==> config.mk <==
export PLATFORM = sky130hd
export DESIGN_NAME = multi_timer_expiry_table_top
export DESIGN_NICKNAME = d
export VERILOG_FILES = /design/src/hdl/tmet_pkg.sv /design/src/hdl/multi_timer_expiry_table_top.sv
export SDC_FILE = /design/constraint.sdc
export NUM_CORES = 2
export LEC_CHECK = 0
export BUFFER_PORTS_ARGS = -buffer_cell sky130_fd_sc_hd__buf_2
export CAP_MARGIN = 20
export CORE_MARGIN = 5
export CORE_UTILIZATION = 39
export CTS_CLUSTER_DIAMETER = 150
export CTS_CLUSTER_SIZE = 40
export DETAILED_ROUTE_END_ITERATION = 10
export PLACE_DENSITY = 0.61
export SKIP_CTS_REPAIR_TIMING = 1
export SLEW_MARGIN = 0
export SYNTH_ARGS = -nofsm -noshare
export SYNTH_HDL_FRONTEND = slang
export SYNTH_SLANG_ARGS = --single-unit
==> constraint.sdc <==
create_clock -name clk -period 9.97 [get_ports clk]
set_input_delay 0.4985 -clock clk [delete_from_list [all_inputs] [get_ports clk]]
set_output_delay 0.4985 -clock clk [all_outputs]
set_load 0.01 [all_outputs]
==> src/hdl/tmet_pkg.sv <==
// ----------------------------------------------------------------------------
// tmet_pkg
// Types and codes shared by the timer expiry table and its checker.
// ----------------------------------------------------------------------------
package tmet_pkg;

  localparam int ID_W   = 15;
  localparam int DUR_W  = 32;
  localparam int CMD_W  = 2;
  localparam int KIND_W = 3;

  localparam logic [CMD_W-1:0] CMD_TICK = 2'd0;
  localparam logic [CMD_W-1:0] CMD_ADD  = 2'd1;
  localparam logic [CMD_W-1:0] CMD_STOP = 2'd2;

  localparam logic [KIND_W-1:0] KIND_ADDED     = 3'd0;
  localparam logic [KIND_W-1:0] KIND_FULL      = 3'd1;
  localparam logic [KIND_W-1:0] KIND_STOPPED   = 3'd2;
  localparam logic [KIND_W-1:0] KIND_NOT_FOUND = 3'd3;
  localparam logic [KIND_W-1:0] KIND_EXPIRED   = 3'd4;

  // One slot of the timer memory.
  typedef struct packed {
    logic             periodic;
    logic [ID_W-1:0]  id;
    logic [DUR_W-1:0] period;
    logic [DUR_W-1:0] remaining;
  } slot_entry_t;

endpackage

==> src/hdl/multi_timer_expiry_table_top.sv <==
// ----------------------------------------------------------------------------
// multi_timer_expiry_table_top
// Table of SLOTS countdown timers: add, stop and tick requests, status and expiry reports.
//
//   channel | signals                                         | dir
//   in      | in_valid/in_ready, cmd, duration_ticks,         | in
//           | is_periodic, target_id                          |
//   out     | out_valid/out_ready, kind, timer_id, last        | out
//
// One request at a time. Tick and stop walk the slot memory one slot a cycle
// unless stalled, each slot read into a register before its update. Add scans
// the valid flops for the lowest free slot. Results go through a single output
// register; the walk pauses while it is full and not being taken. Reset clears
// the valid flops, next_id and the control flops; the slot memory is not reset.
// ----------------------------------------------------------------------------
module multi_timer_expiry_table_top #(
  parameter int SLOTS = 16
) (
  input  logic                         clk,
  input  logic                         rst,
  input  logic                         in_valid,
  output logic                         in_ready,
  input  logic [tmet_pkg::CMD_W-1:0]   cmd,
  input  logic [tmet_pkg::DUR_W-1:0]   duration_ticks,
  input  logic                         is_periodic,
  input  logic [tmet_pkg::ID_W-1:0]    target_id,
  output logic                         out_valid,
  input  logic                         out_ready,
  output logic [tmet_pkg::KIND_W-1:0]  kind,
  output logic [tmet_pkg::ID_W-1:0]    timer_id,
  output logic                         last
);

  localparam int IDX_W = (SLOTS > 1) ? $clog2(SLOTS) : 1;
  localparam int CNT_W = $clog2(SLOTS + 1);
  localparam logic [CNT_W-1:0] CNT_END = CNT_W'(SLOTS);

  localparam logic [1:0] S_IDLE = 2'd0;
  localparam logic [1:0] S_WALK = 2'd1;
  localparam logic [1:0] S_ADD  = 2'd2;

  logic [1:0] state;
  logic [tmet_pkg::CMD_W-1:0] cmd_q;
  logic [tmet_pkg::DUR_W-1:0] dur_q;
  logic                       per_q;
  logic [tmet_pkg::ID_W-1:0]  tgt_q;

  logic [SLOTS-1:0]           slot_valid;
  logic [tmet_pkg::ID_W-1:0]  next_id;
  logic [CNT_W-1:0]           cnt;
  logic                       p_vld;
  logic [IDX_W-1:0]           p_idx;
  logic                       pend_vld;
  logic [tmet_pkg::ID_W-1:0]  pend_id;

  tmet_pkg::slot_entry_t mem [SLOTS];
  tmet_pkg::slot_entry_t rdata;
  tmet_pkg::slot_entry_t wdata;
  logic                  mem_we;
  logic [IDX_W-1:0]      waddr;
  logic                  mem_re;

  logic                        out_free;
  logic                        push;
  logic [tmet_pkg::KIND_W-1:0] push_kind;
  logic [tmet_pkg::ID_W-1:0]   push_id;
  logic                        push_last;
  logic                        stall;
  logic                        walk_end;
  logic                        done;
  logic                        expire;
  logic                        p_live;
  logic                        clr_valid;
  logic                        set_valid;
  logic [IDX_W-1:0]            vidx;
  logic [IDX_W-1:0]            cnt_idx;

  assign in_ready = (state == S_IDLE);
  assign out_free = !out_valid || out_ready;
  assign cnt_idx  = cnt[IDX_W-1:0];
  assign p_live   = p_vld && slot_valid[p_idx];
  assign walk_end = (cnt == CNT_END) && !p_vld;

  always_comb begin
    push      = 1'b0;
    push_kind = tmet_pkg::KIND_ADDED;
    push_id   = '0;
    push_last = 1'b0;
    mem_we    = 1'b0;
    waddr     = p_idx;
    wdata     = rdata;
    stall     = 1'b0;
    done      = 1'b0;
    expire    = 1'b0;
    clr_valid = 1'b0;
    set_valid = 1'b0;
    vidx      = p_idx;
    case (state)
      S_WALK: begin
        if (walk_end) begin
          // end of walk: flush the held expiry, or report a missing id
          if (cmd_q == tmet_pkg::CMD_TICK) begin
            if (pend_vld) begin
              stall     = !out_free;
              push      = out_free;
              push_kind = tmet_pkg::KIND_EXPIRED;
              push_id   = pend_id;
              push_last = 1'b1;
            end
            done = !stall;
          end else begin
            stall     = !out_free;
            push      = out_free;
            push_kind = tmet_pkg::KIND_NOT_FOUND;
            push_last = 1'b1;
            done      = out_free;
          end
        end else if (cmd_q == tmet_pkg::CMD_TICK) begin
          if (p_live && (rdata.remaining <= tmet_pkg::DUR_W'(1))) begin
            // one expiry is held back so the final one can carry last
            if (pend_vld) begin
              stall     = !out_free;
              push      = out_free;
              push_kind = tmet_pkg::KIND_EXPIRED;
              push_id   = pend_id;
            end
            if (!stall) begin
              expire = 1'b1;
              if (rdata.periodic) begin
                mem_we          = 1'b1;
                wdata.remaining = rdata.period;
              end else begin
                clr_valid = 1'b1;
              end
            end
          end else if (p_live) begin
            mem_we          = 1'b1;
            wdata.remaining = rdata.remaining - tmet_pkg::DUR_W'(1);
          end
        end else begin
          if (p_live && (rdata.id == tgt_q)) begin
            stall     = !out_free;
            push      = out_free;
            push_kind = tmet_pkg::KIND_STOPPED;
            push_id   = tgt_q;
            push_last = 1'b1;
            clr_valid = out_free;
            done      = out_free;
          end
        end
      end
      S_ADD: begin
        vidx  = cnt_idx;
        waddr = cnt_idx;
        if (cnt == CNT_END) begin
          push      = out_free;
          push_kind = tmet_pkg::KIND_FULL;
          push_last = 1'b1;
          done      = out_free;
        end else if (!slot_valid[cnt_idx]) begin
          push            = out_free;
          push_kind       = tmet_pkg::KIND_ADDED;
          push_id         = next_id;
          push_last       = 1'b1;
          done            = out_free;
          set_valid       = out_free;
          mem_we          = out_free;
          wdata.periodic  = per_q;
          wdata.id        = next_id;
          wdata.period    = dur_q;
          wdata.remaining = dur_q;
        end
      end
      default: begin
      end
    endcase
  end

  assign mem_re = (state == S_WALK) && !stall && !done && (cnt != CNT_END);

  // slot memory, one write and one registered read per cycle
  always_ff @(posedge clk) begin
    if (mem_we) begin
      mem[waddr] <= wdata;
    end
    if (mem_re) begin
      rdata <= mem[cnt_idx];
    end
  end

  always_ff @(posedge clk) begin
    if (rst) begin
      state      <= S_IDLE;
      slot_valid <= '0;
      next_id    <= '0;
      cnt        <= '0;
      p_vld      <= 1'b0;
      pend_vld   <= 1'b0;
      out_valid  <= 1'b0;
    end else begin
      if (push) begin
        out_valid <= 1'b1;
      end else if (out_ready) begin
        out_valid <= 1'b0;
      end
      if (clr_valid) begin
        slot_valid[vidx] <= 1'b0;
      end
      if (set_valid) begin
        slot_valid[vidx] <= 1'b1;
        next_id          <= next_id + tmet_pkg::ID_W'(1);
      end
      case (state)
        S_IDLE: begin
          if (in_valid) begin
            cnt      <= '0;
            p_vld    <= 1'b0;
            pend_vld <= 1'b0;
            case (cmd)
              tmet_pkg::CMD_TICK: state <= S_WALK;
              tmet_pkg::CMD_STOP: state <= S_WALK;
              tmet_pkg::CMD_ADD:  state <= S_ADD;
              default:            state <= S_IDLE;
            endcase
          end
        end
        S_WALK: begin
          if (done) begin
            state    <= S_IDLE;
            p_vld    <= 1'b0;
            pend_vld <= 1'b0;
          end else if (!stall) begin
            if (expire) begin
              pend_vld <= 1'b1;
              pend_id  <= rdata.id;
            end
            p_vld <= (cnt != CNT_END);
            p_idx <= cnt_idx;
            if (cnt != CNT_END) begin
              cnt <= cnt + CNT_W'(1);
            end
          end
        end
        S_ADD: begin
          if (done) begin
            state <= S_IDLE;
          end else if ((cnt != CNT_END) && slot_valid[cnt_idx]) begin
            cnt <= cnt + CNT_W'(1);
          end
        end
        default: state <= S_IDLE;
      endcase
    end
  end

  // request fields and result payload, no reset needed
  always_ff @(posedge clk) begin
    if (in_valid && in_ready) begin
      cmd_q <= cmd;
      dur_q <= duration_ticks;
      per_q <= is_periodic;
      tgt_q <= target_id;
    end
    if (push) begin
      kind     <= push_kind;
      timer_id <= push_id;
      last     <= push_last;
    end
  end

endmodule

==> impl_metrics.py <==
metrics = {
    "place": {
        "port_buffers": 74,
        "pre_cts_ws_ps": 3800,
        "dp_hpwl_mm": 84.1,
        "gp_congestion": 0.883,
    },
    "critical_path": {
        "worstSetupPathType": "reg2reg",
        "cp_max_fo": 59,
        "endpoint_kind": "register",
        "worstReg2RegStart": "cnt[0]",
        "reg2reg_to": "mem[8][77]",
        "cp_slowest_cell": "dfxtp_4",
        "worstPathArrival_ps": 6520,
        "rrSetupSlack_ps": 3730,
        "crit_end": "mem[8][77]",
        "crit_start": "cnt[0]",
        "worst_ep_required_time_ps": 10260,
        "ff2ff_path_depth": 10,
        "critPathMaxStageDelay_ps": 1030,
        "path_cells": "inv_1 > ha_1 > nand4bb_1 > o21ai_2 > buf_4 > a21oi_1 > a31o_2 > nand3b_1 > nor2_4 > buf_4",
        "timing.critical_path.mode_cell": "buf_4",
        "critPathLaunchType": "register",
    },
    "sta": {
        "timing.final.crit_share": 0.625,
        "setup_viol": 0,
        "setup_slack_ps": 3730,
        "relSlewSlack": 0.204,
        "final-hold-violation-count": 0,
        "fmax_mhz": 160,
        "finClkSkew_ps": 80.3,
        "tightest_slew_ps": 1190,
        "fin_crit_ps": 6240,
        "drv_slew": 0,
        "tns_ps": 0,
        "rsz0062_at_grt": "false",
    },
    "power_and_ir_drop": {
        "clkPwrFrac": 0.256,
        "internal-power_mw": 8.00,
        "leakagePower_nw": 18.8,
        "switchingPower_mw": 2.18,
        "vdd_ir_drop_max_mv": 0.131,
        "seqPwrFrac": 0.689,
        "p_per_area_nw_per_um2": 159,
        "combPwrFrac": 0.054,
        "swShare": 0.215,
        "finalPower_mw": 10.2,
    },
    "grt": {
        "grt_max_degree": 145,
        "globalRouteOverflowTotal": 0,
        "grt_pass1_vias": 28300,
        "gr-usage-met3": 0.0211,
        "met2_usage": 0.283,
        "grt_util_all_layers": 0.174,
        "antenna_found_initial": 6,
        "grt_busiest_layer": "met2",
        "grt_use_met1": 0.260,
        "grt_pass1_wl_mm": 205,
    },
    "cts": {
        "root_buffer": "clkbuf_16",
        "cts_tree": "yes",
        "numCtsBuffers": 43,
        "cts_sinks": 1489,
        "htreeDepth": 2,
        "clkTransAtPathRegs_ps": 140,
        "clockBufferDepth": 3,
        "clkLatencyLatePin_ps": 730,
    },
    "yosys": {
        "seq_area_frac_synth": 0.747,
        "yosysWarningCount": 0,
        "async_flop_share": 0,
        "synth_fp_nets": 2914,
        "synth_ff_type": "edfxtp_1",
        "syn_area_um2": 59300,
        "synth_edf_count": 1448,
        "synthCells": 2851,
        "synth.distinct_cells": 82,
        "synth-seq-cells": 1489,
        "syn_area_per_cell_um2": 20.8,
    },
    "floorplanning": {
        "start_util": 0.391,
        "ios": 75,
        "core_area_um2": 152000,
        "die_y_um": 400,
        "rows": 143,
        "fp.dieArea_um2": 160000,
        "die_w_um": 400,
    },
    "drt": {
        "drt_first_iter_violations": 3592,
        "viasPerCell": 5.82,
        "drt_first_pass_iters": 8,
        "avgRoutedWirePerCell_um": 28.4,
        "ant_nets": 0,
        "wl_mm": 141,
        "drc": 0,
        "vias": 29000,
    },
    "outcome": {
        "outcome": "complete, no violations",
    },
    "layout": {
        "syn2layout_area_growth_pct": 8.12,
        "drive_above_1_share": 0.245,
        "layout.nets": 2991,
    },
    "hold_path": {
        "hold_path.class": "in2reg",
    },
    "flow_run": {
        "cap_violations": 0,
    },
}
[how the worst min path moves through the flow]
stage / start / depth (start not counted) / endpoint / slack [ps]
floorplan: cnt[2] / 0 / p_idx[2] / 410
global placement: next_id[14] / 2 / next_id[14] / 480
detailed placement: slot_valid[3] / 2 / slot_valid[3] / 490
CTS: duration_ticks[8] / 1 / dur_q[8] / -110
global route: cmd[1] / 1 / cmd_q[1] / 90
finish: cmd[1] / 1 / cmd_q[1] / 140
[layout make-up]
class,instances,area (um^2)
Antenna cell,1,2.50
Clock buffer,66,1160
Clock inverter,6,90.1
Fill cell,13100,87400
Inverter,26,103
Multi-Input combinational cell,1161,14400
Sequential cell,1489,44300
Tap cell,2030,2540
Timing Repair Buffer,207,1540
[kinds of logic (layout without fill, tap and decap cells)]
kind of cell	after synthesis	after routing	share of synthesized area
xor+xnor	29	29	0.00428
fa+ha+maj	9	9	0.00190
flops	1489	1489	0.747
other cells	0	1	0
mux	462	462	0.165
buf+inv	201	305	0.0134
compound gates	288	288	0.0363
simple gates	373	373	0.0324
[state kept, by name, summed over array words and instances, names as in the netlist, 2 cells and up]
signal      flops
state           2
cmd_q           2
kind            3
dur_q          32
cnt             5
timer_id       15
pend_id        15
p_idx           4
tgt_q          15
next_id        15
rdata          80
mem          1280
slot_valid     16
[metal layers]
metal	part of all wire	vias up
met1	0.44	15700
met3	0.066	108
met4	0.015	0
li1	-	12100
met5	0	-
met2	0.48	1144
[worst max-delay path, delay by kind of cell, from the launching register on]
kind,cells,cell delay [ps]
AOI/OAI and AO/OA,3,1180
adders and majority gates,1,320
buffers and inverters,3,1410
DFF,1,1030
and+or+nand+nor,3,1590
[cells in the mapped netlist (5+ instances only)]
| cell | count | share of area |
|---|---|---|
| a32oi_1 | 7 | 0.0010 |
| buf_2 | 16 | 0.0014 |
| or2_2 | 8 | 0.00084 |
| dfxtp_1 | 41 | 0.014 |
| mux4_2 | 406 | 0.15 |
| o21ai_0 | 42 | 0.0035 |
| a21oi_1 | 50 | 0.0042 |
| clkbuf_1 | 127 | 0.0080 |
| mux2i_1 | 9 | 0.0015 |
| a311oi_1 | 5 | 0.00074 |
| edfxtp_1 | 1448 | 0.73 |
| xor2_1 | 24 | 0.0035 |
| and4_1 | 5 | 0.00074 |
| nand3_1 | 28 | 0.0024 |
| o31ai_1 | 12 | 0.0015 |
| buf_1 | 28 | 0.0018 |
| a221o_1 | 24 | 0.0041 |
| a211oi_1 | 8 | 0.0010 |
| nand2_1 | 81 | 0.0051 |
| or4_1 | 5 | 0.00063 |
| a22o_1 | 5 | 0.00074 |
| a22oi_1 | 7 | 0.00089 |
| nor2b_1 | 5 | 0.00053 |
| nor4_1 | 13 | 0.0014 |
| a41oi_1 | 6 | 0.00089 |
| mux2_2 | 47 | 0.0089 |
| and3_1 | 31 | 0.0033 |
| or3_1 | 17 | 0.0018 |
| a21o_1 | 7 | 0.00089 |
| a31oi_1 | 19 | 0.0020 |
| inv_1 | 25 | 0.0016 |
| a31o_2 | 7 | 0.0010 |
| o211ai_1 | 8 | 0.0010 |
| nand2b_1 | 8 | 0.00084 |
| o2bb2ai_1 | 8 | 0.0012 |
| ha_1 | 9 | 0.0019 |
| nor3_1 | 44 | 0.0037 |
| nand4_1 | 25 | 0.0026 |
| nor2_1 | 83 | 0.0053 |
| o21ai_1 | 5 | 0.00042 |
| xnor2_1 | 5 | 0.00074 |
| o221ai_1 | 16 | 0.0024 |
[placed cells by master, fill, tap and decap left out, types with 16 or more instances in the layout]
master | synthesis | routed
nor2_1 | 83 | 65
mux4_2 | 406 | 406
buf_4 | 1 | 80
inv_1 | 25 | 23
nor3_1 | 44 | 40
o21ai_0 | 42 | 41
mux2_2 | 47 | 47
and3_1 | 31 | 31
clkbuf_1 | 127 | 23
dfxtp_1 | 41 | 38
nand3_1 | 28 | 28
a21oi_1 | 50 | 50
dlygate4sd3_1 | 0 | 48
or3_1 | 17 | 17
buf_2 | 16 | 74
a221o_1 | 24 | 24
a31oi_1 | 19 | 19
nand4_1 | 25 | 25
nor2_4 | 0 | 16
nand2_1 | 81 | 81
clkbuf_16 | 0 | 43
xor2_1 | 24 | 24
edfxtp_1 | 1448 | 1448
[per-stage QoR]
stage | instance area (um^2) | cells | util | hold slack, ps
after floorplan | 59300 | 2851 | - | 406
after global placement | 62300 | 4856 | 0.411 | 477
after detailed placement | 62300 | 4858 | 0.411 | 487
after CTS | 63600 | 4930 | 0.419 | -107
after global routing | 64100 | 4986 | 0.423 | 91.5
final | 64100 | 4986 | 0.423 | 139
[power groups by stage]
stage / clock (mW) / sequential, mW / combinational, mW
2_1_floorplan: 0 / 7.11 / 0.360
3_3_place_gp: 0 / 7.16 / 0.527
3_5_place_dp: 0 / 7.16 / 0.537
4_1_cts: 2.69 / 7.02 / 0.538
5_1_grt: 2.90 / 7.02 / 0.593
6_report: 2.61 / 7.02 / 0.553
(Power assumes the default switching activity.)
